File: config.mk
export PLATFORM = sky130hd
export DESIGN_NAME = addressed_frame_receiver
export DESIGN_NICKNAME = d
export VERILOG_FILES = /design/src/sv/afr_pkg.sv /design/src/sv/afr_store.sv /design/src/sv/afr_ctrl.sv /design/src/sv/afr_outbuf.sv /design/src/sv/addressed_frame_receiver.sv
export SDC_FILE = /design/constraint.sdc
export NUM_CORES = 1
export LEC_CHECK = 0
export BUFFER_PORTS_ARGS = -buffer_cell sky130_fd_sc_hd__buf_2
export CAP_MARGIN = 10
export CELL_PAD_IN_SITES_DETAIL_PLACEMENT = 1
export CELL_PAD_IN_SITES_GLOBAL_PLACEMENT = 1
export CORE_MARGIN = 8
export CORE_UTILIZATION = 54
export DETAILED_ROUTE_END_ITERATION = 10
export GPL_TIMING_DRIVEN = 0
export PLACE_DENSITY = 0.78
export REMOVE_ABC_BUFFERS = 1
export SLEW_MARGIN = 30
export SYNTH_ARGS = -nofsm -noshare
export SYNTH_HDL_FRONTEND = slang
export SYNTH_HIERARCHICAL = 1
export SYNTH_SLANG_ARGS = --single-unit
File: constraint.sdc
create_clock -name i_clk -period 4.15 [get_ports i_clk]
set_input_delay 0.415 -clock i_clk [delete_from_list [all_inputs] [get_ports i_clk]]
set_output_delay 0.415 -clock i_clk [all_outputs]
set_load 0.01 [all_outputs]
File: src/sv/afr_pkg.sv
package afr_pkg;

    localparam int PAYLOAD_DEPTH = 32;
    localparam int ADDR_W        = (PAYLOAD_DEPTH > 1) ? $clog2(PAYLOAD_DEPTH) : 1;
    localparam int COUNT_W       = $clog2(PAYLOAD_DEPTH + 1);
    localparam int LEN_MAX       = 63;

    localparam logic [7:0] CH_SOH  = 8'h01;
    localparam logic [7:0] CH_STX  = 8'h02;
    localparam logic [7:0] CH_ETX  = 8'h03;
    localparam logic [7:0] CH_EOT  = 8'h04;
    localparam logic [7:0] CH_ESC  = 8'h1B;
    localparam logic [7:0] CH_FLIP = 8'h20;

    typedef enum logic [1:0] {
        OP_BYTE = 2'd0,
        OP_ACK  = 2'd1,
        OP_READ = 2'd2,
        OP_NONE = 2'd3
    } t_opcode;

    typedef enum logic [2:0] {
        MODE_IDLE         = 3'd0,
        MODE_ADDR         = 3'd1,
        MODE_PAYLOAD      = 3'd2,
        MODE_SKIP_PAYLOAD = 3'd3,
        MODE_SKIP_REPLY   = 3'd4
    } t_mode;

    typedef struct packed {
        logic              en;
        logic [ADDR_W-1:0] addr;
        logic [7:0]        data;
    } t_wr;

    typedef struct packed {
        logic       ready;
        logic [5:0] length;
        logic [7:0] rd;
        logic       ovf;
    } t_result;

endpackage

File: src/sv/afr_store.sv
module afr_store (
    input  logic                       i_clk,
    input  afr_pkg::t_wr               i_wr,
    input  logic                       i_rd_en,
    input  logic [afr_pkg::ADDR_W-1:0] i_rd_addr,
    output logic [7:0]                 o_q
);
    import afr_pkg::*;

    logic [7:0] r_mem [PAYLOAD_DEPTH];
    logic [7:0] r_q;

    always_ff @(posedge i_clk) begin
        if (i_wr.en) begin
            r_mem[i_wr.addr] <= i_wr.data;
        end
    end

    always_ff @(posedge i_clk) begin
        if (i_rd_en) begin
            r_q <= r_mem[i_rd_addr];
        end
    end

    assign o_q = r_q;

endmodule

File: src/sv/afr_ctrl.sv
module afr_ctrl (
    input  logic                       i_clk,
    input  logic                       i_rst_n,
    input  logic                       i_cfg_we,
    input  logic [7:0]                 i_cfg_data,
    input  logic                       i_fire,
    input  logic [1:0]                 i_opcode,
    input  logic [7:0]                 i_rx_byte,
    input  logic [4:0]                 i_read_index,
    output afr_pkg::t_wr               o_wr,
    output logic [afr_pkg::ADDR_W-1:0] o_rd_addr,
    output logic                       o_hit,
    output afr_pkg::t_result           o_result
);
    import afr_pkg::*;

    t_mode              r_mode, n_mode;
    logic               r_esc, n_esc;
    logic               r_pend, n_pend;
    logic [COUNT_W-1:0] r_count, n_count;
    logic [7:0]         r_node_addr;

    t_opcode    op;
    logic       is_ctl;
    logic       full;
    logic [7:0] data_byte;

    assign op        = t_opcode'(i_opcode);
    assign is_ctl    = (i_rx_byte == CH_SOH) || (i_rx_byte == CH_EOT) ||
                       (i_rx_byte == CH_STX) || (i_rx_byte == CH_ETX) ||
                       (i_rx_byte == CH_ESC);
    assign full      = 32'(r_count) >= PAYLOAD_DEPTH;
    assign data_byte = r_esc ? (i_rx_byte ^ CH_FLIP) : i_rx_byte;

    // next state
    always_comb begin
        n_mode  = r_mode;
        n_esc   = r_esc;
        n_pend  = r_pend;
        n_count = r_count;
        case (op)
            OP_BYTE: begin
                case (i_rx_byte)
                    CH_SOH: begin
                        n_mode = MODE_ADDR;
                        n_esc  = 1'b0;
                    end
                    CH_EOT: begin
                        if (r_mode == MODE_PAYLOAD) begin
                            n_pend = 1'b1;
                        end
                        n_mode = MODE_IDLE;
                        n_esc  = 1'b0;
                    end
                    CH_STX: begin
                        n_mode = MODE_SKIP_REPLY;
                        n_esc  = 1'b0;
                    end
                    CH_ETX: begin
                        n_mode = MODE_IDLE;
                        n_esc  = 1'b0;
                    end
                    CH_ESC: begin
                        n_esc = 1'b1;
                    end
                    default: begin
                        n_esc = 1'b0;
                        case (r_mode)
                            MODE_SKIP_PAYLOAD, MODE_SKIP_REPLY: begin
                                n_mode = r_mode;
                            end
                            MODE_ADDR: begin
                                if (data_byte == r_node_addr && !r_pend) begin
                                    n_mode  = MODE_PAYLOAD;
                                    n_count = '0;
                                end else begin
                                    n_mode = MODE_SKIP_PAYLOAD;
                                end
                            end
                            MODE_PAYLOAD: begin
                                if (full) begin
                                    n_mode = MODE_IDLE;
                                end else begin
                                    n_count = r_count + COUNT_W'(1);
                                end
                            end
                            default: begin
                                n_mode = MODE_IDLE;
                            end
                        endcase
                    end
                endcase
            end
            OP_ACK: begin
                if (r_pend) begin
                    n_pend  = 1'b0;
                    n_count = '0;
                end
            end
            default: begin
            end
        endcase
    end

    // outputs; the stored byte joins the result once the store's registered read returns
    always_comb begin
        o_wr.en   = i_fire && op == OP_BYTE && !is_ctl && r_mode == MODE_PAYLOAD && !full;
        o_wr.addr = ADDR_W'(r_count);
        o_wr.data = data_byte;
        o_rd_addr = ADDR_W'(i_read_index);
        o_hit     = op == OP_READ && 32'(i_read_index) < 32'(r_count) &&
                    32'(i_read_index) < PAYLOAD_DEPTH;

        o_result.ready  = n_pend;
        o_result.length = (32'(n_count) > LEN_MAX) ? 6'(LEN_MAX) : 6'(n_count);
        o_result.rd     = 8'h00;
        o_result.ovf    = op == OP_BYTE && !is_ctl && r_mode == MODE_PAYLOAD && full;
    end

    always_ff @(posedge i_clk) begin
        if (!i_rst_n) begin
            r_mode      <= MODE_IDLE;
            r_esc       <= 1'b0;
            r_pend      <= 1'b0;
            r_count     <= '0;
            r_node_addr <= 8'h00;
        end else begin
            if (i_fire) begin
                r_mode  <= n_mode;
                r_esc   <= n_esc;
                r_pend  <= n_pend;
                r_count <= n_count;
            end
            if (i_cfg_we) begin
                r_node_addr <= i_cfg_data;
            end
        end
    end

`ifndef SYNTHESIS
    a_count_range: assert property (@(posedge i_clk) disable iff (!i_rst_n)
        32'(r_count) <= PAYLOAD_DEPTH)
        else $error("byte count beyond store depth");

    a_ack_clears: assert property (@(posedge i_clk) disable iff (!i_rst_n)
        (i_fire && op == OP_ACK && r_pend) |=> (!r_pend && r_count == '0))
        else $error("acknowledge did not clear message");

    a_wr_count: assert property (@(posedge i_clk) disable iff (!i_rst_n)
        o_wr.en |=> (32'(r_count) == 32'($past(r_count)) + 1))
        else $error("store write without count advance");

    a_ovf_idle: assert property (@(posedge i_clk) disable iff (!i_rst_n)
        (i_fire && o_result.ovf) |=> (r_mode == MODE_IDLE && $stable(r_count)))
        else $error("overflow did not return to idle");
`endif

endmodule

File: src/sv/afr_outbuf.sv
module afr_outbuf (
    input  logic             i_clk,
    input  logic             i_rst_n,
    input  logic             i_fire,
    input  afr_pkg::t_result i_result,
    input  logic             i_stall,
    output logic             o_valid,
    output logic             o_full,
    output afr_pkg::t_result o_result
);
    import afr_pkg::*;

    t_result r_out, r_skd;
    logic    r_out_vld, r_skd_vld;
    logic    out_fire;

    assign out_fire = r_out_vld && !i_stall;

    always_ff @(posedge i_clk) begin
        if (!i_rst_n) begin
            r_out_vld <= 1'b0;
            r_skd_vld <= 1'b0;
        end else if (r_skd_vld) begin
            if (out_fire) begin
                r_skd_vld <= 1'b0;
            end
        end else if (i_fire) begin
            if (!r_out_vld || out_fire) begin
                r_out_vld <= 1'b1;
            end else begin
                r_skd_vld <= 1'b1;
            end
        end else if (out_fire) begin
            r_out_vld <= 1'b0;
        end
    end

    always_ff @(posedge i_clk) begin
        if (r_skd_vld) begin
            if (out_fire) begin
                r_out <= r_skd;
            end
        end else if (i_fire) begin
            if (!r_out_vld || out_fire) begin
                r_out <= i_result;
            end else begin
                r_skd <= i_result;
            end
        end
    end

    assign o_valid  = r_out_vld;
    assign o_full   = r_skd_vld;
    assign o_result = r_out;

endmodule

File: src/sv/addressed_frame_receiver.sv
// Each accepted item goes to the result stage, then to the output buffer; the store
// is read at the accepting edge and the byte joins the result in the result stage.
// Throughput: one item per cycle while o_stall is low; frame state updates per item.
// A result stage and a two-entry output buffer keep accepting while one result
// waits; the input stalls only when all three hold results.
// Reset (synchronous, active low) clears mode, flags, count, address and buffer state.
module addressed_frame_receiver (
    input  logic       i_clk,
    input  logic       i_rst_n,
    input  logic       i_cfg_we,
    input  logic [7:0] i_cfg_data,
    input  logic       i_valid,
    output logic       o_stall,
    input  logic [1:0] i_opcode,
    input  logic [7:0] i_rx_byte,
    input  logic [4:0] i_read_index,
    output logic       o_valid,
    input  logic       i_stall,
    output logic       o_message_ready,
    output logic [5:0] o_message_length,
    output logic [7:0] o_read_data,
    output logic       o_overflow
);
    import afr_pkg::*;

    logic              fire;
    logic              s1_fire;
    logic              buf_full;
    logic              hit;
    t_wr               wr;
    logic [ADDR_W-1:0] rd_addr;
    logic [7:0]        q;
    t_result           res_new, res_s1, res_out;
    t_result           r_s1;
    logic              r_s1_hit;
    logic              r_s1_vld;

    assign o_stall = r_s1_vld && buf_full;
    assign fire    = i_valid && !o_stall;
    assign s1_fire = r_s1_vld && !buf_full;

    always_ff @(posedge i_clk) begin
        if (!i_rst_n) begin
            r_s1_vld <= 1'b0;
        end else if (fire) begin
            r_s1_vld <= 1'b1;
        end else if (s1_fire) begin
            r_s1_vld <= 1'b0;
        end
    end

    always_ff @(posedge i_clk) begin
        if (fire) begin
            r_s1     <= res_new;
            r_s1_hit <= hit;
        end
    end

    always_comb begin
        res_s1    = r_s1;
        res_s1.rd = r_s1_hit ? q : 8'h00;
    end

    afr_ctrl u_ctrl (
        .i_clk        (i_clk),
        .i_rst_n      (i_rst_n),
        .i_cfg_we     (i_cfg_we),
        .i_cfg_data   (i_cfg_data),
        .i_fire       (fire),
        .i_opcode     (i_opcode),
        .i_rx_byte    (i_rx_byte),
        .i_read_index (i_read_index),
        .o_wr         (wr),
        .o_rd_addr    (rd_addr),
        .o_hit        (hit),
        .o_result     (res_new)
    );

    afr_store u_store (
        .i_clk     (i_clk),
        .i_wr      (wr),
        .i_rd_en   (fire),
        .i_rd_addr (rd_addr),
        .o_q       (q)
    );

    afr_outbuf u_outbuf (
        .i_clk    (i_clk),
        .i_rst_n  (i_rst_n),
        .i_fire   (s1_fire),
        .i_result (res_s1),
        .i_stall  (i_stall),
        .o_valid  (o_valid),
        .o_full   (buf_full),
        .o_result (res_out)
    );

    assign o_message_ready  = res_out.ready;
    assign o_message_length = res_out.length;
    assign o_read_data      = res_out.rd;
    assign o_overflow       = res_out.ovf;

endmodule
Yosys cells after proc, flatten, opt, wreduce, memory -nomap -nowiden:

Memory sizes are Yosys's and may differ from the RTL's. A register that Yosys moved wholly into a read port is not among the register bits.
Cells that the tools add are included.

* register bits: 63
* RAM bits: 256
* input port bits: 28
* output and inout bits: 18
* word-level logic and storage cells: 113
* memories: 1

* add/sub/neg operators: 1
* order comparisons: 2
* eq/ne operators: 16
* multiplexer cells: 31
* bitwise gates (word level): 4
* reduce and logical (&&, ||, !) cells: 38

Memories
* u_store.r_mem: depth 32, width 8, rd ports 1, clocked after memory_dff 1, wr ports 1, line afr_store.sv:10 `logic [7:0] r_mem [PAYLOAD_DEPTH];`

Operators with widths (number)
* 16-bit 2-to-1 mux: 4
* 6-bit 2-to-1 mux: 5
* 6-bit case mux with 2 select lines: 2
* 8-bit by 2-bit == test with 1-bit output (second input constant): 2
* 1-bit 2-to-1 mux: 15
* 1-bit logical AND: 13
* 3-bit case mux with 4 select lines: 1
* 3-bit case mux with 3 select lines: 1
* 3-bit AND reduction: 3
* 8-bit by 1-bit == test with 1-bit output (second input constant): 1
* 8-bit by 3-bit == test with 1-bit output (second input constant): 1
* 8-bit by 5-bit == test with 1-bit output (second input constant): 1
* 8-bit == test: 1
* 8-bit 2-to-1 mux: 1
* 2-bit nonzero test: 4
* 1-bit logical NOT: 7
* 6-bit by 1-bit adder with 6-bit output (second input constant): 1
* 3-bit by 2-bit == test with 1-bit output (second input constant): 2
* 6-bit greater-or-equal comparator (second input constant): 1
* 5-bit by 6-bit less-than comparator with 1-bit output: 1
* 1-bit logical OR: 5
* 5-bit by 2-bit inequality test with 1-bit output (second input constant): 1
* 5-bit AND reduction: 1
* 5-bit OR reduction: 1
* 13 further kinds: 17

Logic depth before layout (Yosys ltp):

Gate-level depths: netlist (run 1).

* word-level depth: 11
* depth in mapped cells: 10
* gate-level depth less buffers: 7

By module:

The synthesis (run 1) kept the hierarchy.

Modules (own cells, without submodules)
* afr_store: times used 1, cells an instance 417, area each 10133.5 µm²
* afr_ctrl: times used 1, cells an instance 218, area each 1715.4 µm²
* afr_outbuf: times used 1, cells an instance 63, area each 1337.5 µm²
* addressed_frame_receiver: times used 1, cells an instance 22, area each 370.4 µm²

Worst setup path after synthesis (run 1):

Ideal clock, no wire load.

* kind: register -> register
* start point: register u_outbuf.r_skd_vld, in the netlist u_outbuf/o_full
* end point: memory u_store.r_mem[0][0] (enable)
* arrival: 3.215 ns
* required time: 3.780 ns
* slack: 0.564 ns
* cell stages (with the launch flop): 9
* clock period less this slack: 3.586 ns
* cell sequence: dfxtp_1 -> and2_4 -> nor2b_1 -> inv_1 -> nor2_4 -> and3_1 -> or3b_2 -> clkbuf_1 -> nor2_1

RTL lines
* from (decl): line afr_outbuf.sv:14 `logic r_out_vld, r_skd_vld;`
* from (signal assigned): line afr_outbuf.sv:22 `r_skd_vld <= 1'b0;`
* from (signal assigned): line afr_outbuf.sv:25 `r_skd_vld <= 1'b0;`
* from (signal assigned): line afr_outbuf.sv:31 `r_skd_vld <= 1'b1;`
* to (decl): line afr_store.sv:10

==> summary.txt, run 1 <==
Routing
  – Metal-1 WL: 11,970 um
  – Routed wire length: 29,730 um
  – Avg Vias per Cell: 6.230
  – Met3 wire len: 1896 um
  – Initial DRC count: 515
  – Post-route ant nets: 0
  – Wire per inst: 26.95 um
  – DR vias: 6,872
  – Drc violations: 0
  – Top Layer Used: met5
  – DRT Pass-1 Iters: 4
  – WL met2: 15,110 um

STA
  – Final WS setup: 0.5061 ns
  – Post-route minimum period: 3.644 ns
  – Clock skew: 0.01331 ns
  – Final Max Tran Viols: 0
  – Fmax: 274.4 MHz
  – Worst rel slew slack: 37.32%
  – Setup Viol. Count Final: 0
  – Slew @ Worst Pin: 0.9367 ns
  – RSZ-0062 raised after global routing: false
  – Tcrit/Tclk final: 87.81%
  – Count of final hold-check violations: 0

Floorplan
  – Die area: 30,300 um^2
  – Rows: 58
  – Total core area: 24,890 um^2
  – Die height: 174.1 um
  – Die Wd: 174.1 um
  – I/O Pins: 46
  – Initial core utilization: 54.21%

Power and ir drop
  – Combinational power share: 4.9%
  – Leak: 4.847 nW
  – P_sw: 1.399 mW
  – Sw Share: 19.77%
  – Max IR drop VDD: 364.8 uV
  – Sequential cell fraction of total power: 51.7%
  – P per Cell Area: 470.5 nW/um^2
  – Internal: 5.676 mW
  – Post-route total power: 7.074 mW
  – Clock share of power: 43.4%

GRT
  – Vias in the first global route: 7,336
  – GRT overflow: 0
  – Global-route wire length before repair: 44,970 um
  – Antenna violations before repair: 1
  – Total GRT Usage: 19.47%
  – Largest net degree at the start of global routing: 41

Critical path
  – Critical Path RT: 4.28 ns
  – Worst path bufs/invs: 1
  – Critical Path Slowest Stage Cell: nor2_1
  – Crit Path Category: reg -> reg
  – Kind of cell adding the most delay to the critical path: simple AND/OR/NAND/NOR gates
  – CP startpoint kind: flip-flop
  – Crit path DAT: 3.77 ns
  – CP Max Fanout: 22
  – CP endpoint kind: flip-flop
  – Crit path largest cell delay: 0.91 ns
  – CP Cell Sequence: and2_4 > nor2b_2 > inv_1 > nor2_4 > and3_1 > nand3_1 > nor2_1

Placement
  – Port Buffers: 45
  – Pre-CTS setup slack: 0.2145 ns
  – Placer Congestion: 0.8498
  – DPL Wire Length: 18,690 um

Finish
  – Diodes inserted: 0
  – Layout cells sized above 1: 28.98%
  – Nets@finish: 784
  – Area delta synth->final: 11.43%

Job
  – Max-cap violations: 0

Clock tree
  – Max clock buf depth: 3
  – Post-CTS Hold Buffers: 0
  – H-tree Lvls: 2
  – Post_cts resized: 0
  – Clock root buffer: clkbuf_16
  – Clk pin slew, worst setup/hold paths: 0.06 ns
  – Cts bufs inserted: 35
  – CTS sink count: 327
  – Post-CTS setup buffer count: 0
  – Worst skew pair latency: 0.51 ns
  – TritonCTS clock tree: built

Logic synthesis
  – Syn avg cell area: 18.98 um^2
  – Post-Syn Instances: 711
  – Post-Syn Area: 13,490 um^2
  – Ys Warns: 6

Hold path
  – Worst min path class: in -> reg

Status
  – Status: completed
## final timing paths
path / start / endpoint / slack (ns) / cells past startpoint
worst max-delay path: u_outbuf/o_full / u_store/r_mem[19][6] / 0.51 / 7
worst min-delay path: i_valid / r_s1_vld / 0.14 / 2
worst max register to register: u_outbuf/o_full / u_store/r_mem[19][6] / 0.51 / 7
worst min register to register: r_s1[14] / u_outbuf/r_skd[14] / 0.45 / 0
## layout by cell type (no fill, tap or decap), types with 8 or more instances in the layout
master / instances
a21oi_1: 9
and2_1: 10
buf_2: 43
clkbuf_1: 10
clkbuf_16: 37
dfxtp_1: 21
edfxtp_1: 305
inv_1: 12
mux2_2: 8
mux2_4: 16
mux2i_1: 9
mux4_2: 80
nand2_1: 13
nand3_1: 9
nand4_1: 8
nor2_1: 53
xor2_1: 8
## routing by layer
metal / global-route usage, % / vias up
li1: - / 2944
met1: 25.16 / 3606
met2: 32.94 / 259
met3: 3.840 / 61
met4: 6.021 / 2
met5: 0 / -
## sequential cells by signal, indices dropped and copies added (netlist names)
register and count:
r_s1 8, r_s1_hit 1, r_s1_vld 1, u_ctrl/r_count 6
u_ctrl/r_esc 1, u_ctrl/r_mode 3, u_ctrl/r_node_addr 8, u_ctrl/r_pend 1
u_outbuf/o_full 1, u_outbuf/o_result 16, u_outbuf/o_valid 1, u_outbuf/r_skd 16
u_store/o_q 8, u_store/r_mem 256
## power groups by stage
stage	combinational (mW)	clock, mW	sequential, mW
global placement	0.329	0	3.72
floorplan	0.168	0	3.73
global route	0.373	3.23	3.66
detailed placement	0.349	0	3.73
finish	0.347	3.07	3.66
CTS	0.352	3.13	3.66
## stage by stage
| stage | area (um^2) | TNS, ns | cells | hold WS, ns | util (%) |
|---|---|---|---|---|---|
| floorplan | 13190 | 0 | 665 | 0.4266 | - |
| global placement | 13830 | -191.99 | 1040 | 0.4345 | 55.55 |
| detailed placement | 13900 | 0 | 1043 | 0.4486 | 55.85 |
| CTS | 15040 | 0 | 1103 | 0.1219 | 60.41 |
| global route | 15040 | 0 | 1103 | 0.1310 | 60.41 |
| finish | 15040 | 0 | 1103 | 0.1416 | 60.41 |
## area by class of cell
class | count | area, um^2
Timing Repair Buffer | 48 | 292.8
Fill cell | 2137 | 9856
Multi-Input combinational cell | 325 | 3547
Clock buffer | 48 | 977.2
Tap cell | 330 | 412.9
Inverter | 13 | 48.80
Sequential cell | 327 | 9600
Clock inverter | 12 | 156.4
## worst reg2reg max path, stage by stage, from the launching register on
cell and delay (ns):
dfxtp_2 0.50, and2_4 0.27, nor2b_2 0.35, inv_1 0.20, nor2_4 0.29, and3_1 0.27, nand3_1 0.47, nor2_1 0.91
Power figures use the tool's default switching activity.
==> run 2, diff against run 1 <==
--- a/config.mk
+++ b/config.mk
@@ -5,15 +5,16 @@
 export SDC_FILE = /design/constraint.sdc
 export NUM_CORES = 1
 export LEC_CHECK = 0
+export ABC_AREA = 1
 export BUFFER_PORTS_ARGS = -buffer_cell sky130_fd_sc_hd__buf_2
 export CAP_MARGIN = 10
 export CELL_PAD_IN_SITES_DETAIL_PLACEMENT = 1
 export CELL_PAD_IN_SITES_GLOBAL_PLACEMENT = 1
 export CORE_MARGIN = 8
-export CORE_UTILIZATION = 54
+export CORE_UTILIZATION = 50
 export DETAILED_ROUTE_END_ITERATION = 10
 export GPL_TIMING_DRIVEN = 0
-export PLACE_DENSITY = 0.78
+export PLACE_DENSITY = 0.79
 export REMOVE_ABC_BUFFERS = 1
 export SLEW_MARGIN = 30
 export SYNTH_ARGS = -nofsm -noshare
==> run 2 against run 1 <==
Clock-buffer cell count increased by 1. Combinational power increased by 35%. Synthesized cell count increased by 86%. First-iteration DRC count increased by 27%. Critical path depth increased by 1.
==> summary.txt, run 2 <==
Finish
  – Reg area: 9600 um^2
  – Commonest non-fill, non-tap cell in the layout: nand2_1
  – Diodes inserted: 0
  – Area delta synth->final: 9.598%
  – Max reg flops: 256
  – Fillers: 2,995
  – Most frequent cells in the layout: 488 x nand2_1, 305 x edfxtp_1, 215 x nand3_1
  – Multi-input gate area: 3666 um^2
  – Layout cells sized above 1: 9.527%
  – Nets@finish: 1,362
  – Largest reg by FF count: u_store/r_mem

GRT
  – Vias in the first global route: 10,310
  – Largest net degree at the start of global routing: 81
  – GRT overflow: 0
  – Global-route wire length before repair: 56,660 um
  – Antenna violations before repair: 0
  – Total GRT Usage: 21.59%

STA
  – Final Max Tran Viols: 0
  – Final total negative setup slack: 0 ns
  – Clock skew: 0.01766 ns
  – Tcrit/Tclk final: 90.74%
  – Setup Viol. Count Final: 0
  – RSZ-0062 raised after global routing: false
  – Post-route minimum period: 3.766 ns
  – Worst rel slew slack: 35.46%
  – Fmax: 265.6 MHz
  – Count of final hold-check violations: 0
  – Slew @ Worst Pin: 0.9645 ns

Routing
  – Drc violations: 0
  – Post-route ant nets: 0
  – DRT Pass-1 Iters: 6
  – Wire per inst: 20.76 um
  – DR vias: 9,561
  – Avg Vias per Cell: 5.520
  – Initial DRC count: 655
  – Routed wire length: 35,960 um

Floorplan
  – I/O Pins: 46
  – Initial core utilization: 50.77%
  – Total core area: 27,860 um^2
  – Die height: 184.2 um
  – Die area: 33,920 um^2
  – Rows: 61
  – Die Wd: 184.2 um

Logic synthesis
  – Post-Syn Instances: 1,319
  – Syn avg cell area: 10.72 um^2
  – Ys Warns: 6
  – Post-Syn Area: 14,140 um^2

Clock tree
  – Cts bufs inserted: 35
  – Clock root buffer: clkbuf_16
  – CTS sink count: 327
  – Post-CTS Hold Buffers: 0
  – Post-CTS setup buffer count: 0
  – H-tree Lvls: 2
  – Worst skew pair latency: 0.51 ns
  – Post_cts resized: 0
  – Max clock buf depth: 3
  – Clk pin slew, worst setup/hold paths: 0.06 ns
  – TritonCTS clock tree: built

Placement
  – Placer Congestion: 0.7934
  – DPL Wire Length: 21,100 um
  – Port Buffers: 45

Power and ir drop
  – Max IR drop VDD: 331.4 uV
  – Leak: 6.045 nW
  – Post-route total power: 7.176 mW
  – P per Cell Area: 462.9 nW/um^2

Critical path
  – Critical Path RT: 4.28 ns
  – CP startpoint kind: flip-flop
  – CP Max Fanout: 26
  – CP endpoint kind: flip-flop
  – Crit path DAT: 3.89 ns
  – Crit Path Category: reg -> reg

Job
  – Max-cap violations: 0

Status
  – Status: completed

Hold path
  – Worst min path class: in -> reg
## run 2: final cells by class
cell class | count | area share (%)
clock buffers | 49 | 6.457
clock inverters | 14 | 0.7587
inverters | 75 | 1.881
multi-input cells | 839 | 23.65
flip-flops and latches | 327 | 61.93
well taps | 378 | 3.051
repair buffers | 50 | 2.268
## run 2: routing by layer
layer  vias up  track usage (%)  part of all wire, %
met5         -                0                    0
li1       4467                -                    -
met4         0            6.389                  2.1
met2       203            39.54                   52
met3        54            3.209                  4.0
met1      4837            25.93                   41
## run 2: path summary, 6_finish.rpt
check	slack (ns)	from	endpoint	depth (start not counted)
min	0.14	i_cfg_data[4]	u_ctrl/r_node_addr[4]	3
min reg2reg	0.45	r_s1[10]	u_outbuf/r_skd[10]	0
max reg2reg	0.38	u_outbuf/o_full	u_store/r_mem[17][3]	8
max	0.38	u_outbuf/o_full	u_store/r_mem[17][3]	8
## run 2: report_power, final
group / leakage, nW / internal (mW) / switching, mW
Clock: 0.550 / 1.81 / 1.22
Combinational: 2.54 / 0.127 / 0.341
Sequential: 2.95 / 3.65 / 0.0268
Total: 6.05 / 5.58 / 1.59
## run 2: through the flow
step / util (%) / cell area [um^2] / setup slack, ns / hold slack (ns) / cells
2_1_floorplan: - / 13520 / 0.6068 / 0.4268 / 1241
3_3_place_gp: 51.05 / 14220 / -1.489 / 0.4352 / 1664
3_5_place_dp: 51.61 / 14380 / -0.07536 / 0.4379 / 1669
4_1_cts: 55.62 / 15490 / 0.03047 / 0.1253 / 1732
5_1_grt: 55.64 / 15500 / 0.1463 / 0.1447 / 1732
6_report: 55.64 / 15500 / 0.3843 / 0.1424 / 1732
## run 2: critical path: stages, from the launching register on
cell and delay, ns:
dfxtp_2 0.48, nand2_1 0.16, inv_1 0.09, nor2_4 0.13
buf_16 0.19, nand2_1 0.12, nor4_1 0.67, nand3_1 0.65
nor2_1 0.86
==> run 3, diff against run 2 <==
==> constraint.sdc (replaced) <==
create_clock -name i_clk -period 3.5 [get_ports i_clk]
set_input_delay 0.35 -clock i_clk [delete_from_list [all_inputs] [get_ports i_clk]]
set_output_delay 0.35 -clock i_clk [all_outputs]
set_load 0.01 [all_outputs]
==> run 3 against run 2 <==
First-iteration DRC count decreased by 0.15%. Die area did not move. Sequential share of layout area shrank 0.54 points. Total power grew 19%. Setup slack lost 0.18 ns. Via count hardly changed. Wire length about the same. Cell area rose by 0.88%. Utilization rose by 0.49 points. Non-clock buffer count did not move. Hold slack lost 0.068 ns. Maximum frequency rose by 14%. Critical endpoint is now u_store/r_mem[0][7].
==> summary.txt, run 3 (synthesis results as in run 2) <==
Placement
  – Port Buffers: 45
  – Placed Cells: 1,669
  – DPL Wire Length: 21,100 um
  – Placer Congestion: 0.7934

Hold path
  – Worst min path class: in -> reg

Critical path
  – CP Cell Sequence: nand2_1 > inv_1 > nor2_4 > buf_16 > nand2_1 > nor4_2 > nand3_2 > nor2_2
  – Crit Path Category: reg -> reg
  – CP endpoint kind: flip-flop
  – Crit path DAT: 3.44 ns
  – Critical Path RT: 3.65 ns
  – Crit path largest cell delay: 0.66 ns
  – CP startpoint kind: flip-flop
  – Kind of cell adding the most delay to the critical path: simple AND/OR/NAND/NOR gates
  – R2r setup slk: 0.20 ns
  – CP Max Fanout: 26
  – Critical Path Slowest Stage Cell: nor2_2
  – Worst path most repeated cell: nand2_1
  – Worst path bufs/invs: 2

Finish
  – Area delta synth->final: 10.56%
  – Final Util: 56.13%
  – Commonest non-fill, non-tap cell in the layout: nand2_1
  – Max reg flops: 256
  – Largest reg by FF count: u_store/r_mem
  – Fin cells: 1,732
  – Layout cells sized above 1: 11.96%
  – Diodes inserted: 0
  – Most frequent cells in the layout: 488 x nand2_1, 305 x edfxtp_1, 211 x nand3_1
  – Nets@finish: 1,362

Routing
  – DR vias: 9,569
  – DRT Pass-1 Iters: 5
  – Post-route ant nets: 0
  – Initial DRC count: 654
  – Avg Vias per Cell: 5.525
  – Routed wire length: 35,950 um
  – Drc violations: 0
  – Wire per inst: 20.75 um

STA
  – Final total negative setup slack: 0 ns
  – Slew @ Worst Pin: 0.9048 ns
  – Tcrit/Tclk final: 94.21%
  – Clock skew: 0.01767 ns
  – Fmax: 303.3 MHz
  – Post-route minimum period: 3.297 ns
  – Final Hold Slack: 0.07404 ns
  – Final Max Tran Viols: 0
  – Setup Viol. Count Final: 0
  – Count of final hold-check violations: 0
  – Worst rel slew slack: 39.68%
  – RSZ-0062 raised after global routing: false

Power and ir drop
  – Leak: 6.044 nW
  – Post-route total power: 8.521 mW
  – Max IR drop VDD: 390.2 uV
  – P per Cell Area: 544.9 nW/um^2

Clock tree
  – Cts bufs inserted: 35
  – Clk pin slew, worst setup/hold paths: 0.06 ns
  – CTS sink count: 327
  – TritonCTS clock tree: built
  – Worst skew pair latency: 0.51 ns
  – Clock root buffer: clkbuf_16
  – H-tree Lvls: 2
  – Max clock buf depth: 3
  – Post-CTS setup buffer count: 0

GRT
  – Vias in the first global route: 10,280
  – Global-route wire length before repair: 56,770 um
  – Largest net degree at the start of global routing: 81
  – GRT overflow: 0
  – Total GRT Usage: 21.61%
  – Antenna violations before repair: 0

Status
  – Status: completed

Floorplan
  – Rows: 61
  – Total core area: 27,860 um^2
  – Die Wd: 184.2 um
  – Die height: 184.2 um
  – Initial core utilization: 50.77%
  – I/O Pins: 46
  – Die area: 33,920 um^2

Job
  – Max-cap violations: 0
==> run 3: cell types whose count changed in the layout (fill, tap and decap cells not counted) <==
cell     before  now
nor2_2        8   28
nor2_1       51   23
nor2_4        3   11
nor4_2        0    1
nand3_2       1    5
nand3_1     215  211
nor4_1        1    0
==> run 3: worst min-delay path: cells and delay by family <==
family / cells / cell delay, ns
and+or+nand+nor: 2 / 0.12
buffers and inverters: 1 / 0.07
==> run 3: where the power goes <==
group	leakage (nW)	switching [mW]	total (mW)	internal, mW
combinational	2.54	0.410	0.562	0.151
clock	0.550	1.46	3.60	2.14
sequential	2.95	0.0319	4.36	4.33
==> run 3: what timing repair did <==
| item | in CTS | in global routing |
|---|---|---|
| hold buffers | 0 | 0 |
| setup endpoints to repair | 256 | 0 |
| gates resized for setup | 43 | 0 |
==> run 3: final timing paths <==
path                                      start                     to  depth (start not counted)
worst max-delay path            u_outbuf/o_full    u_store/r_mem[0][7]                          8
worst min-delay path              i_cfg_data[4]  u_ctrl/r_node_addr[4]                          3
worst max register to register  u_outbuf/o_full    u_store/r_mem[0][7]                          8
worst min register to register         r_s1[10]     u_outbuf/r_skd[10]                          0
==> run 3: area by class of cell <==
| cell class | instances | area, um^2 |
|---|---|---|
| well taps | 378 | 473.0 |
| repair buffers | 50 | 351.6 |
| inverters | 75 | 291.5 |
| clock buffers | 49 | 1001 |
| flip-flops and latches | 327 | 9600 |
| multi-input cells | 839 | 3802 |
| clock inverters | 14 | 117.6 |
| fillers | 2978 | 12220 |
==> run 3: metal layers <==
metal	global-route usage (%)	wire length [um]	part of all wire, %
met1	26.08	14710	41
met2	39.62	18940	53
met3	3.190	1546	4.3
met4	6.066	754	2.1
met5	0	0	0
==> run 3: stage by stage <==
step / setup slack, ns / instance area [um^2]
after floorplan: -0.04320 / 13520
after global placement: -2.074 / 14220
after detailed placement: -0.6604 / 14380
after CTS: 0.01420 / 15640
after global routing: 0.05028 / 15640
final: 0.2027 / 15640
